## config.mk

```make
export PLATFORM = sky130hd
export DESIGN_NAME = firmware_download_sequencer
export DESIGN_NICKNAME = d
export VERILOG_FILES = /design/src/sv/fds_pkg.sv /design/src/sv/fds_cfg.sv /design/src/sv/fds_engine.sv /design/src/sv/firmware_download_sequencer.sv
export SDC_FILE = /design/constraint.sdc
export NUM_CORES = 1
export LEC_CHECK = 0
export BUFFER_PORTS_ARGS = -buffer_cell sky130_fd_sc_hd__buf_2
export CORE_MARGIN = 2
export CORE_UTILIZATION = 43
export DETAILED_ROUTE_END_ITERATION = 16
export GPL_TIMING_DRIVEN = 0
export SLEW_MARGIN = 15
export SYNTH_ARGS = -nofsm -noshare
export SYNTH_HDL_FRONTEND = slang
export SYNTH_SLANG_ARGS = --single-unit
```

## constraint.sdc

```tcl
create_clock -name clk -period 10 [get_ports clk]
set_clock_uncertainty 0.2 [all_clocks]
set_input_delay 0 -clock clk [delete_from_list [all_inputs] [get_ports clk]]
set_output_delay 0 -clock clk [all_outputs]
set_load 0.01 [all_outputs]
```

## src/sv/fds_pkg.sv

```systemverilog
// Shared types and constants of the firmware download sequencer.
package fds_pkg;

    localparam int unsigned CHUNK_MAX = 16;
    localparam int unsigned CNT_W     = 5;

    localparam logic [7:0] RID_MODE_RESP   = 8'he4;
    localparam logic [7:0] RID_STATUS_RESP = 8'he6;
    localparam logic [7:0] RID_WRITE_RESP  = 8'he8;

    localparam logic [7:0] MODE_UPGRADE     = 8'd1;
    localparam logic [7:0] MODE_APPLICATION = 8'd3;

    localparam logic [31:0] FLAG_LAUNCH_BOOTLOADER = 32'h0000_0002;
    localparam logic [31:0] FLAG_APP_VALID         = 32'h0000_0010;
    localparam logic [31:0] FLAG_ERROR             = 32'h4000_0000;

    localparam logic [15:0] IMAGE_WORDS_RESET   = 16'd256;
    localparam logic [31:0] TIMEOUT_TICKS_RESET = 32'd240000000;

    localparam logic OP_RESPONSE = 1'b0;
    localparam logic OP_TICK     = 1'b1;

    typedef enum logic [2:0] {
        PH_WAIT_STATUS = 3'd0,
        PH_SET_MODE    = 3'd1,
        PH_SENDING     = 3'd2,
        PH_WAIT_DONE   = 3'd3,
        PH_LAUNCHING   = 3'd4,
        PH_FINISHED    = 3'd5
    } fds_phase_t;

    typedef enum logic [1:0] {
        REQ_NONE   = 2'd0,
        REQ_MODE   = 2'd1,
        REQ_WRITE  = 2'd2,
        REQ_LAUNCH = 2'd3
    } fds_req_t;

    typedef enum logic [1:0] {
        OUT_OK      = 2'd0,
        OUT_DEVICE  = 2'd1,
        OUT_TIMEOUT = 2'd2
    } fds_outcome_t;

    typedef enum logic {
        REG_IMAGE_WORDS   = 1'b0,
        REG_TIMEOUT_TICKS = 1'b1
    } fds_reg_idx_t;

    typedef struct packed {
        logic [15:0] image_words;
        logic [31:0] timeout_ticks;
    } fds_cfg_t;

    typedef struct packed {
        logic        operation;
        logic [7:0]  report_id;
        logic [7:0]  first_byte;
        logic [7:0]  second_byte;
        logic [31:0] status_word;
        logic [31:0] error_word;
    } fds_item_t;

    typedef struct packed {
        logic             valid;
        fds_req_t         request_kind;
        logic [15:0]      word_offset;
        logic [CNT_W-1:0] word_count;
        logic             finished;
        fds_outcome_t     outcome;
        logic [15:0]      ignored_count;
    } fds_result_t;

endpackage

```

## src/sv/fds_cfg.sv

```systemverilog
// Configuration register file behind the APB-style port.
module fds_cfg (
    input  logic              clk,
    input  logic              rst_n,
    input  logic              psel,
    input  logic              penable,
    input  logic              pwrite,
    input  logic [2:0]        paddr,
    input  logic [31:0]       pwdata,
    output logic [31:0]       prdata,
    output fds_pkg::fds_cfg_t cfg
);
    import fds_pkg::*;

    logic [15:0] image_words_reg;
    logic [31:0] timeout_ticks_reg;
    logic        wr_en;

    assign wr_en = psel && penable && pwrite;

    always_ff @(posedge clk or negedge rst_n)
    begin
        if (!rst_n)
        begin
            image_words_reg   <= IMAGE_WORDS_RESET;
            timeout_ticks_reg <= TIMEOUT_TICKS_RESET;
        end
        else if (wr_en)
        begin
            unique case (fds_reg_idx_t'(paddr[2]))
                REG_IMAGE_WORDS:   image_words_reg   <= pwdata[15:0];
                REG_TIMEOUT_TICKS: timeout_ticks_reg <= pwdata;
            endcase
        end
    end

    always_comb
    begin
        unique case (fds_reg_idx_t'(paddr[2]))
            REG_IMAGE_WORDS:   prdata = {16'd0, image_words_reg};
            REG_TIMEOUT_TICKS: prdata = timeout_ticks_reg;
        endcase
    end

    assign cfg.image_words   = image_words_reg;
    assign cfg.timeout_ticks = timeout_ticks_reg;

endmodule

```

## src/sv/fds_engine.sv

```systemverilog
// Download phase state and the per-transaction next-state and result logic.
module fds_engine (
    input  logic                 clk,
    input  logic                 rst_n,
    input  logic                 step,
    input  fds_pkg::fds_item_t   item,
    input  fds_pkg::fds_cfg_t    cfg,
    output fds_pkg::fds_result_t result
);
    import fds_pkg::*;

    fds_phase_t       phase_reg, phase_next;
    logic [15:0]      next_word_reg, next_word_next;
    logic [CNT_W-1:0] chunk_words_reg, chunk_words_next;
    logic [31:0]      elapsed_reg, elapsed_next;
    logic [15:0]      ignored_reg, ignored_next;
    fds_outcome_t     outcome_reg, outcome_next;

    logic [31:0]      elapsed_inc;
    logic [15:0]      advanced_word;
    logic [CNT_W-1:0] first_chunk;
    logic [CNT_W-1:0] later_chunk;

    function automatic logic [CNT_W-1:0] pick_chunk(input logic [15:0] image,
                                                    input logic [15:0] offset);
        logic [15:0] left;
        left = (image > offset) ? image - offset : 16'd0;
        if (left > 16'(CHUNK_MAX))
            return CNT_W'(CHUNK_MAX);
        return left[CNT_W-1:0];
    endfunction

    assign elapsed_inc   = (elapsed_reg != '1) ? elapsed_reg + 32'd1 : elapsed_reg;
    assign advanced_word = next_word_reg + 16'(chunk_words_reg);
    assign first_chunk   = pick_chunk(cfg.image_words, 16'd0);
    assign later_chunk   = pick_chunk(cfg.image_words, advanced_word);

    always_comb
    begin
        phase_next          = phase_reg;
        next_word_next      = next_word_reg;
        chunk_words_next    = chunk_words_reg;
        elapsed_next        = elapsed_reg;
        ignored_next        = ignored_reg;
        outcome_next        = outcome_reg;
        result.valid        = 1'b0;
        result.request_kind = REQ_NONE;
        result.word_offset  = '0;
        result.word_count   = '0;

        if (item.operation == OP_TICK)
        begin
            if (phase_reg != PH_FINISHED)
            begin
                elapsed_next = elapsed_inc;
                if (elapsed_inc >= cfg.timeout_ticks)
                begin
                    outcome_next = OUT_TIMEOUT;
                    phase_next   = PH_FINISHED;
                    result.valid = 1'b1;
                end
            end
        end
        else
        begin
            result.valid = 1'b1;
            priority if (phase_reg == PH_WAIT_STATUS && item.report_id == RID_STATUS_RESP)
            begin
                if ((item.status_word & FLAG_LAUNCH_BOOTLOADER) != '0)
                begin
                    result.request_kind = REQ_MODE;
                    phase_next          = PH_SET_MODE;
                end
                else
                begin
                    outcome_next = OUT_DEVICE;
                    phase_next   = PH_FINISHED;
                end
            end
            else if (phase_reg == PH_SET_MODE && item.report_id == RID_MODE_RESP)
            begin
                if (item.first_byte == MODE_UPGRADE && item.second_byte == 8'd0)
                begin
                    next_word_next      = '0;
                    chunk_words_next    = first_chunk;
                    result.request_kind = REQ_WRITE;
                    result.word_count   = first_chunk;
                    phase_next          = PH_SENDING;
                end
                else
                begin
                    outcome_next = OUT_DEVICE;
                    phase_next   = PH_FINISHED;
                end
            end
            else if (phase_reg == PH_SENDING && item.report_id == RID_WRITE_RESP)
            begin
                if (item.first_byte == 8'd0)
                begin
                    next_word_next = advanced_word;
                    if (advanced_word >= cfg.image_words)
                        phase_next = PH_WAIT_DONE;
                    else
                    begin
                        chunk_words_next    = later_chunk;
                        result.request_kind = REQ_WRITE;
                        result.word_offset  = advanced_word;
                        result.word_count   = later_chunk;
                    end
                end
                else
                begin
                    outcome_next = OUT_DEVICE;
                    phase_next   = PH_FINISHED;
                end
            end
            else if (phase_reg == PH_WAIT_DONE && item.report_id == RID_STATUS_RESP)
            begin
                if ((item.status_word & FLAG_APP_VALID) != '0 &&
                    (item.status_word & FLAG_ERROR) == '0 && item.error_word == '0)
                begin
                    result.request_kind = REQ_LAUNCH;
                    outcome_next        = OUT_OK;
                    phase_next          = PH_LAUNCHING;
                end
                else
                begin
                    outcome_next = OUT_DEVICE;
                    phase_next   = PH_FINISHED;
                end
            end
            else if (phase_reg == PH_LAUNCHING && item.report_id == RID_MODE_RESP)
            begin
                outcome_next = (item.first_byte == MODE_APPLICATION && item.second_byte == 8'd0)
                               ? OUT_OK : OUT_DEVICE;
                phase_next   = PH_FINISHED;
            end
            else
            begin
                // wrong phase, finished or unexpected id: count it, saturating
                if (ignored_reg != '1)
                    ignored_next = ignored_reg + 16'd1;
            end
        end

        result.finished      = (phase_next == PH_FINISHED);
        result.outcome       = outcome_next;
        result.ignored_count = ignored_next;
    end

    always_ff @(posedge clk or negedge rst_n)
    begin
        if (!rst_n)
        begin
            phase_reg       <= PH_WAIT_STATUS;
            next_word_reg   <= '0;
            chunk_words_reg <= '0;
            elapsed_reg     <= '0;
            ignored_reg     <= '0;
            outcome_reg     <= OUT_OK;
        end
        else if (step)
        begin
            phase_reg       <= phase_next;
            next_word_reg   <= next_word_next;
            chunk_words_reg <= chunk_words_next;
            elapsed_reg     <= elapsed_next;
            ignored_reg     <= ignored_next;
            outcome_reg     <= outcome_next;
        end
    end

endmodule

```

## src/sv/firmware_download_sequencer.sv

```systemverilog
// Top level of the firmware download sequencer: input and result registers.
//
// Usage: the host feeds received response messages and time ticks on the
// input channel (in_valid / in_stall, operation selects message or tick).
// Each message yields one transaction on the output channel; a tick yields
// one only when it trips the timeout. The output carries the request to
// send next (upgrade mode, write with word offset and count, launch) plus
// finished, outcome and the saturating ignored-response count.
// The accepted input is loaded into the input register, then the phase logic
// runs into the result register once that register is free or being drained.
// Throughput: one transaction per cycle while out_stall holds no pending
// result, set by the single phase-update step that reads and writes the phase state.
// While out_stall holds a pending result, the input register fills and
// then in_stall rises until the result is taken; nothing is dropped.
// Configuration (image_words at 0x0, timeout_ticks at 0x4) is to be written by the user
// through the APB-style port while no transaction is in flight; the block does not check it.
// Reset: phase returns to wait-for-status, counters and outcome clear,
// both channels empty, registers take their reset values.
module firmware_download_sequencer (
    input  logic                  clk,
    input  logic                  rst_n,
    input  logic                  psel,
    input  logic                  penable,
    input  logic                  pwrite,
    input  logic [2:0]            paddr,
    input  logic [31:0]           pwdata,
    output logic [31:0]           prdata,
    output logic                  pready,
    input  logic                  in_valid,
    output logic                  in_stall,
    input  logic                  operation,
    input  logic [7:0]            report_id,
    input  logic [7:0]            first_byte,
    input  logic [7:0]            second_byte,
    input  logic [31:0]           status_word,
    input  logic [31:0]           error_word,
    output logic                  out_valid,
    input  logic                  out_stall,
    output logic [1:0]            request_kind,
    output logic [15:0]           word_offset,
    output logic [fds_pkg::CNT_W-1:0] word_count,
    output logic                  finished,
    output logic [1:0]            outcome,
    output logic [15:0]           ignored_count
);
    import fds_pkg::*;

    fds_cfg_t    cfg;
    fds_item_t   item_reg;
    logic        item_valid_reg;
    fds_result_t result;
    fds_result_t out_reg;
    logic        out_valid_reg;
    logic        advance;
    logic        step;
    logic        in_accept;

    assign pready = 1'b1;

    fds_cfg u_cfg (
        .clk     (clk),
        .rst_n   (rst_n),
        .psel    (psel),
        .penable (penable),
        .pwrite  (pwrite),
        .paddr   (paddr),
        .pwdata  (pwdata),
        .prdata  (prdata),
        .cfg     (cfg)
    );

    // result register free, or being drained this cycle
    assign advance   = !out_valid_reg || !out_stall;
    assign step      = item_valid_reg && advance;
    assign in_stall  = item_valid_reg && !advance;
    assign in_accept = in_valid && !in_stall;

    always_ff @(posedge clk or negedge rst_n)
    begin
        if (!rst_n)
            item_valid_reg <= 1'b0;
        else if (in_accept)
            item_valid_reg <= 1'b1;
        else if (advance)
            item_valid_reg <= 1'b0;
    end

    always_ff @(posedge clk)
    begin
        if (in_accept)
        begin
            item_reg.operation   <= operation;
            item_reg.report_id   <= report_id;
            item_reg.first_byte  <= first_byte;
            item_reg.second_byte <= second_byte;
            item_reg.status_word <= status_word;
            item_reg.error_word  <= error_word;
        end
    end

    fds_engine u_engine (
        .clk    (clk),
        .rst_n  (rst_n),
        .step   (step),
        .item   (item_reg),
        .cfg    (cfg),
        .result (result)
    );

    always_ff @(posedge clk or negedge rst_n)
    begin
        if (!rst_n)
            out_valid_reg <= 1'b0;
        else if (advance)
            out_valid_reg <= step && result.valid;
    end

    always_ff @(posedge clk)
    begin
        if (step && result.valid)
            out_reg <= result;
    end

    assign out_valid     = out_valid_reg;
    assign request_kind  = out_reg.request_kind;
    assign word_offset   = out_reg.word_offset;
    assign word_count    = out_reg.word_count;
    assign finished      = out_reg.finished;
    assign outcome       = out_reg.outcome;
    assign ignored_count = out_reg.ignored_count;

`ifndef SYNTHESIS
    a_finish_no_request: assert property (@(posedge clk) disable iff (!rst_n)
        out_valid && finished |-> request_kind == REQ_NONE)
        else $error("request issued together with finish");

    a_count_only_write: assert property (@(posedge clk) disable iff (!rst_n)
        out_valid && request_kind != REQ_WRITE |-> word_count == '0 && word_offset == '0)
        else $error("word offset or count on a non-write result");

    a_timeout_finishes: assert property (@(posedge clk) disable iff (!rst_n)
        out_valid && outcome == OUT_TIMEOUT |-> finished)
        else $error("timeout outcome without finish");

    a_write_count_range: assert property (@(posedge clk) disable iff (!rst_n)
        out_valid && request_kind == REQ_WRITE |-> word_count <= CNT_W'(CHUNK_MAX))
        else $error("write count exceeds chunk size");
`endif

endmodule
```

==> results of run 1 <==
==> path summary, 6_finish.rpt <==
kind                            depth (start not counted)  slack (ps)                          end
worst max-delay path                                   21        4150            ignored_count[13]
worst max register to register                         21        4150            ignored_count[13]
min in group asynchronous                               3         430  u_cfg.timeout_ticks_reg[17]
worst min register to register                          2         290    u_engine.next_word_reg[2]
max in group asynchronous                               4        8710  u_cfg.timeout_ticks_reg[27]
worst min-delay path                                    2           3                 item_reg[25]
==> logic make-up (layout without fill, tap and decap cells) <==
group | after synthesis | in the layout
and+or+nand+nor | 406 | 406
muxes | 77 | 77
adders and majority gates | 56 | 56
buffers and inverters | 90 | 470
other | 1 | 3
DFF | 226 | 226
xor gates and xnor gates | 102 | 102
AOI/OAI and AO/OA | 168 | 168
==> power breakdown <==
| group | switching, µW | internal, µW | total, µW | leakage (µW) |
|---|---|---|---|---|
| Sequential | 86.2 | 1090 | 1170 | 0.00257 |
| Clock | 388 | 609 | 996 | 0.000430 |
| Combinational | 331 | 287 | 618 | 0.00405 |
==> placed cells by master, fill, tap and decap left out, drive strengths merged, types with 6 or more instances in the layout <==
cell type,instances
buf,190
dlygate4sd3,155
dfrtp,113
edfxtp,102
nor2,100
nand2,95
mux2,71
inv,58
ha,54
xnor2,52
clkbuf,51
xor2,50
nand3,49
o21ai,47
a21oi,44
nand4,31
and2,25
nor3,24
nor4,19
a21o,16
and3,11
nand2b,11
dfstp,11
or2,10
a31oi,9
clkinv,8
o31ai,7
a211oi,7
or3,6
mux2i,6
==> metal layers <==
metal / vias up / global-route usage (%) / wire (µm)
met5: - / 0 / 0
met4: 0 / 6.65 / 858
met3: 54 / 2.59 / 1130
met2: 216 / 38.9 / 16000
met1: 4647 / 28.0 / 14100
li1: 4778 / - / -
==> stage by stage <==
step	power, µW	setup WS (ps)
2_1_floorplan	1560	4790
3_3_place_gp	1740	3320
3_5_place_dp	1750	4120
4_1_cts	2800	4090
5_1_grt	2930	3690
6_report	2790	4150
==> cell type report <==
type                    count  area [µm²]
flip-flops and latches    226        6180
repair buffers            332        2500
plain buffers              32         144
inverters                  58         218
clock inverters            16         185
fillers                  2412       11800
multi-input cells         810        5630
clock buffers              32         714
well taps                 378         473
diodes                      2        5.00
==> summary.txt, run 1 <==
Timing
  – Max Clk Rate: 0.171 GHz
  – Worst slew pin tran: 986 ps
  – Fin. Hold Viols: 0
  – Slew Limit Fails: 0
  – Crit path time final: 5850 ps
  – Setup-failing EPs final: 0
  – Worst slew margin: 33.7%
  – Setup_tns: 0 ps
  – RSZ-0062 raised after global routing: no
  – Tcrit/Tclk final: 58.5%
  – Hold slack: 2.86 ps

GRT
  – Grt ovf: 0
  – GRT Total Usage: 21.9%
  – Largest net degree at the start of global routing: 79
  – Antenna violations before repair: 2
  – Vias in the first global route: 9,643
  – First-pass GRT wire length: 50,600 µm

Logic synthesis
  – Main combinational cell family by area after synthesis: simple AND/OR/NAND/NOR gates
  – Mapped Area: 0.0122 mm²
  – Seq/Total Area, Yosys: 50.8%
  – Top FF cell, synth: dfrtp_1
  – Post-Synth XOR/XNOR Area: 7.34%
  – Post-synth cell types: 75
  – Synth Area in Compound Gates: 8.86%
  – Synth top area share: 25.2%
  – Simple-gate share of the synthesized area: 17.1%
  – Synthesized Nets: 1,313
  – Synth Warn #: 0
  – Synthesized flop and latch total: 226
  – Syn Area/Cell: 10.8 µm²
  – Synth Instances: 1,126
  – Biggest area consumer among synthesized cells: edfxtp_1
  – Post-synthesis mux area share: 7.06%
  – EDFF count, synth: 102
  – Post-Synth Adder-Cell Area: 5.88%
  – Synth area leaders: edfxtp_1, dfrtp_1, mux2_2
  – Post-synth ARST share: 54.9%
  – Synth cell count leaders: dfrtp_1, edfxtp_1, nor2_1, nand2_1, mux2_2
  – Cell with the most instances after synthesis: dfrtp_1

Power
  – P per Cell Area: 174 mW/mm²
  – Worst vdd ir: 125 µV
  – P_leak: 0.00705 µW

Clock tree
  – Worst-path clk slew: 60 ps
  – CTS tree: done
  – Worst-Skew Late Latency: 540 ps
  – Clk sink count: 226
  – Post-CTS setup buffer count: 0
  – Post-cts resize count: 0
  – CTS Buffer Depth: 3
  – CTS H-tree depth: 1
  – CTS Buf Count: 26
  – Clock root cell: clkbuf_16
  – Hold-fix buffers, CTS: 155

Routing
  – WL per Instance: 17.0 µm
  – DRT antenna net count: 0
  – DR pass1 iterations: 5
  – Routed wire length: 32,100 µm
  – DRC: 0
  – 1st-iter DRT viols: 627
  – Vias/cell: 5.14
  – Via count: 9,695

Worst setup path
  – Critical path origin: u_engine.elapsed_reg[13]
  – Slowest-stage cell, CP: nor4_4
  – CP Max Fanout: 37
  – Data required, critical path: 10,020 ps
  – Crit end category: flip-flop
  – Crit Path Category: reg -> reg
  – Buf+Inv Stages, Crit Path: 4
  – WP data arrival: 5870 ps
  – Delay of the slowest critical-path stage: 590 ps
  – CP Cell Sequence: buf_2 > and4_1 > nand4_1 > nor4_4 > nor3_2 > and3_1 > buf_2 > nand3_1 > or2_1 > nor2_1 > xor2_1 > ha_1 > and3_1 > nand3_1 > or2_2 > a211oi_1 > a21oi_1 > o21ai_0 > nand2_1 > inv_2 > buf_12
  – Setup crit start kind: flip-flop
  – Delay-heaviest family, CP: simple AND/OR/NAND/NOR gates
  – Critical R2R Launch: u_engine.elapsed_reg[13]

Place
  – Placed cell areas: 0.0136 mm²
  – Routability congestion estimate: 0.869
  – Port buffer count: 174
  – Placed cell count: 1,680
  – DP HPWL: 22,000 µm

Final layout
  – Post-layout net count: 1,673
  – Final instance area: 0.0160 mm²
  – Post-Layout Cell Count: 1,886
  – Layout Utilization: 57.6%
  – P&R area growth vs syn: 31.8%
  – Share of layout cells above drive strength 1: 22.6%
  – Largest register FFs: 60

Die
  – Die height: 172 µm
  – Core Rows: 61
  – IO Count: 208
  – Die Footprint: 0.0297 mm²
  – Core ar.: 0.0279 mm²
  – Initial Util: 43.7%
  – Width of the die: 172 µm

Outcome
  – Outcome: finished clean

Min path
  – Worst hold start: error_word[25]
  – Hold Path Class: in -> reg

Run
  – Max-cap violations: 0
Note: power is estimated with default switching activity, not from simulation.
==> run 2: changes to the inputs <==
- ABC_AREA: default -> 1
- clock period: 10 -> 5.54 ns (I/O delays scaled with it)
==> run 2 against run 1 <==
- sequential cell count did not move
- clock power rose by 81%
- critical path depth rose by 6
- critical path type unchanged
- largest cell class unchanged
- largest power group unchanged
- highest routed layer unchanged
==> summary.txt, run 2 <==
Routing
  – Vias/cell: 4.93 (was 5.14)
  – Wire length on met3: 1160 µm (was 1130 µm)
  – Met1 WL: 14,300 µm (was 14,100 µm)
  – Max Used Layer: met4 (unchanged)
  – Routed wire length: 33,000 µm (was 32,100 µm)
  – DR pass1 iterations: 5 (unchanged)
  – 1st-iter DRT viols: 754 (was 627)
  – DRT antenna net count: 0 (unchanged)
  – WL met2: 16,500 µm (was 16,000 µm)
  – DRC: 0 (unchanged)
  – Via count: 10.9k (was 9,695)
  – WL per Instance: 14.9 µm (was 17.0 µm)

GRT
  – Vias in the first global route: 10.9k (was 9,643)
  – Antenna violations before repair: 0 (was 2)
  – GRT Total Usage: 21.9% (about the same)
  – Largest net degree at the start of global routing: 66 (was 79)
  – First-pass GRT wire length: 53,900 µm (was 50,600 µm)
  – Grt ovf: 0 (unchanged)

Timing
  – Slew Limit Fails: 0 (unchanged)
  – Crit path time final: 4900 ps (was 5850 ps)
  – Worst slew margin: 30.7% (was 33.7%)
  – Tcrit/Tclk final: 88.4% (was 58.5%)
  – RSZ-0062 raised after global routing: no (unchanged)
  – Hold slack: 25.6 ps (was 2.86 ps)
  – Final worst setup slack: 644 ps (was 4150 ps)
  – Fin. Hold Viols: 0 (unchanged)
  – Setup-failing EPs final: 0 (unchanged)
  – Worst slew pin tran: 1030 ps (was 986 ps)
  – Max Clk Rate: 0.204 GHz (was 0.171 GHz)

Worst setup path
  – Buf+Inv Stages, Crit Path: 7 (was 4)
  – Data required, critical path: 5570 ps (was 10,020 ps)
  – Setup crit start kind: flip-flop (unchanged)
  – Delay of the slowest critical-path stage: 430 ps (was 590 ps)
  – CP Max Fanout: 37 (unchanged)
  – WP data arrival: 4920 ps (was 5870 ps)
  – Most numerous cell on the critical path: nand2_1
  – Delay-heaviest family, CP: simple AND/OR/NAND/NOR gates (unchanged)
  – Crit Path Category: reg -> reg (unchanged)
  – Slowest-stage cell, CP: dfrtp_1 (was nor4_4)
  – Crit end category: flip-flop (unchanged)

Clock tree
  – Clk sink count: 226 (unchanged)
  – Worst-path clk slew: 60 ps (about the same)
  – CTS Buffer Depth: 3 (unchanged)
  – Worst-Skew Late Latency: 540 ps (about the same)
  – CTS tree: done (unchanged)
  – Clock root cell: clkbuf_16 (unchanged)
  – CTS H-tree depth: 1 (unchanged)
  – CTS Buf Count: 27 (was 26)

Die
  – Die height: 173 µm (was 172 µm)
  – IO Count: 208 (unchanged)
  – Core Rows: 61 (unchanged)
  – Die Footprint: 0.0301 mm² (was 0.0297 mm²)
  – Initial Util: 44.0% (was 43.7%)
  – Width of the die: 173 µm (was 172 µm)
  – Core ar.: 0.0280 mm² (was 0.0279 mm²)

Outcome
  – Outcome: finished clean (unchanged)

Final layout
  – Final instance area: 0.0163 mm² (was 0.0160 mm²)
  – Commonest non-fill, non-tap cell in the layout: nand2_1 (was buf_2)
  – ANT cells: 0 (was 2)
  – Post-Layout Cell Count: 2,217 (was 1,886)
  – Share of layout cells above drive strength 1: 15.6% (was 22.6%)
  – Largest register FFs: 60 (unchanged)
  – Post-layout net count: 2,006 (was 1,673)
  – Most frequent cells in the layout: nand2_1, inv_1, buf_2 (was buf_2, dlygate4sd3_1, dfrtp_1)
  – P&R area growth vs syn: 32.4% (was 31.8%)

Logic synthesis
  – Synthesized Nets: 1,636 (was 1,313)
  – Post-synth cell types: 49 (was 75)
  – Synth cell count leaders: nand2_1, inv_1, nor2_1, o21ai_0, dfrtp_1 (was dfrtp_1, edfxtp_1, nor2_1, nand2_1, mux2_2)
  – Post-synth ARST share: 54.9% (unchanged)
  – Seq/Total Area, Yosys: 50.1% (was 50.8%)
  – Synth Instances: 1,449 (was 1,126)
  – Cell with the most instances after synthesis: nand2_1 (was dfrtp_1)
  – EDFF count, synth: 102 (unchanged)
  – Synth area leaders: edfxtp_1, dfrtp_1, nand2_1 (was edfxtp_1, dfrtp_1, mux2_2)
  – Synth Warn #: 0 (unchanged)
  – Synth top area share: 24.8% (was 25.2%)
  – Mapped Area: 0.0123 mm² (was 0.0122 mm²)
  – Biggest area consumer among synthesized cells: edfxtp_1 (unchanged)
  – Synthesized flop and latch total: 226 (unchanged)
  – Syn Area/Cell: 8.51 µm² (was 10.8 µm²)
  – Top FF cell, synth: dfrtp_1 (unchanged)

Place
  – Post-place setup slack: 387 ps (was 4120 ps)
  – DP HPWL: 23,500 µm (was 22,000 µm)
  – Placed cell areas: 0.0138 mm² (was 0.0136 mm²)
  – Placed cell count: 2,005 (was 1,680)
  – Port buffer count: 175 (was 174)
  – Routability congestion estimate: 0.874 (was 0.869)

Min path
  – Hold Path Class: in -> reg (unchanged)

Power
  – P per Cell Area: 331 mW/mm² (was 174 mW/mm²)
  – Total power: 5410 µW (was 2790 µW)
  – Worst vdd ir: 221 µV (was 125 µV)
  – P_leak: 0.00767 µW (was 0.00705 µW)

Run
  – Max-cap violations: 0 (unchanged)
## run 2: cell count changes in the layout (fill, tap and decap cells not counted), moves of 10 or more
cell / change
a21oi_1: +15
nor2_1: +21
o21ai_0: +80
xnor2_1: -48
nand2b_1: -11
nand2_1: +250
mux2_2: -71
nand3_1: +23
a21o_1: -16
inv_1: +157
and2_1: -22
and3_1: -10
## run 2: path summary, 6_finish.rpt
kind                                             from  depth (start not counted)  slack, ps                     endpoint
min                                    second_byte[6]                          2         30                 item_reg[70]
min in group asynchronous                       rst_n                          3        380  u_cfg.timeout_ticks_reg[10]
min reg2reg                u_cfg.timeout_ticks_reg[8]                          2        290   u_cfg.timeout_ticks_reg[8]
max                           u_engine.elapsed_reg[3]                         27        640               word_offset[9]
max in group asynchronous                       rst_n                          4       4390     u_engine.ignored_reg[13]
max reg2reg                   u_engine.elapsed_reg[3]                         27        640               word_offset[9]
## run 2: worst register-to-register path, cell delays in order, from the launching register on
cell and delay, ps:
dfrtp_1 430, inv_2 70, nor3_1 230, nand4_1 260
inv_1 180, nand3_1 130, nor3_1 280, inv_2 180
o21ai_0 220, inv_1 110, ha_1 270, o21ai_0 70
nand2_1 60, nand3_1 60, a21oi_1 150, o21ai_0 100
nand2_1 80, nand2_1 50, nand2_1 100, nand2_1 60
nand2_1 80, nand2_1 70, nand2_1 210, inv_1 120
o21ai_0 230, nand2_1 150, inv_2 170, buf_12 230
## run 2: cells by family after synthesis
| group | Yosys count | synth area share, % |
|---|---|---|
| AND/OR/NAND/NOR | 648 | 23.3 |
| buffers and inverters | 252 | 7.74 |
| flip-flops | 226 | 50.1 |
| AO/OA/AOI/OAI | 217 | 9.59 |
| adder cells (fa/ha/maj) | 56 | 5.80 |
| XOR/XNOR | 49 | 3.48 |
| other | 1 | 0.0304 |
## run 2: power by group
group / internal, µW / total, µW / switching (µW)
combinational: 526 / 1360 / 838
clock: 1080 / 1800 / 724
sequential: 2060 / 2240 / 179
total: 3670 / 5410 / 1740
## run 2: timing repair
action / CTS / global route
endpoints found under the setup margin: 0 / 37
setup buffers: 0 / 0
endpoints found under the hold margin: 240 / 3
gates resized for setup: 0 / 1
hold buffers: 160 / 3
## run 2: area by class of cell
class                      count  area, µm²
buffer                        28        114
timing repair buffer         341       2610
fill                        2558      11700
sequential                   226       6180
multi-input combinational    971       5200
clock buffer                  27        676
tap                          378        473
clock inverter                22        231
inverter                     224        841
## run 2: through the flow
stage	utilization, %	TNS [ps]
3_5_place_dp	49.1	0
3_3_place_gp	48.8	-16850
2_1_floorplan	-	0
4_1_cts	58.2	0
6_report	58.3	0
5_1_grt	58.3	0
## run 2: per-layer routing
layer	global-route usage (%)	vias to the layer above
met2	39.6	237
met5	0	-
li1	-	5511
met4	7.03	0
met3	2.32	66
met1	27.5	5113
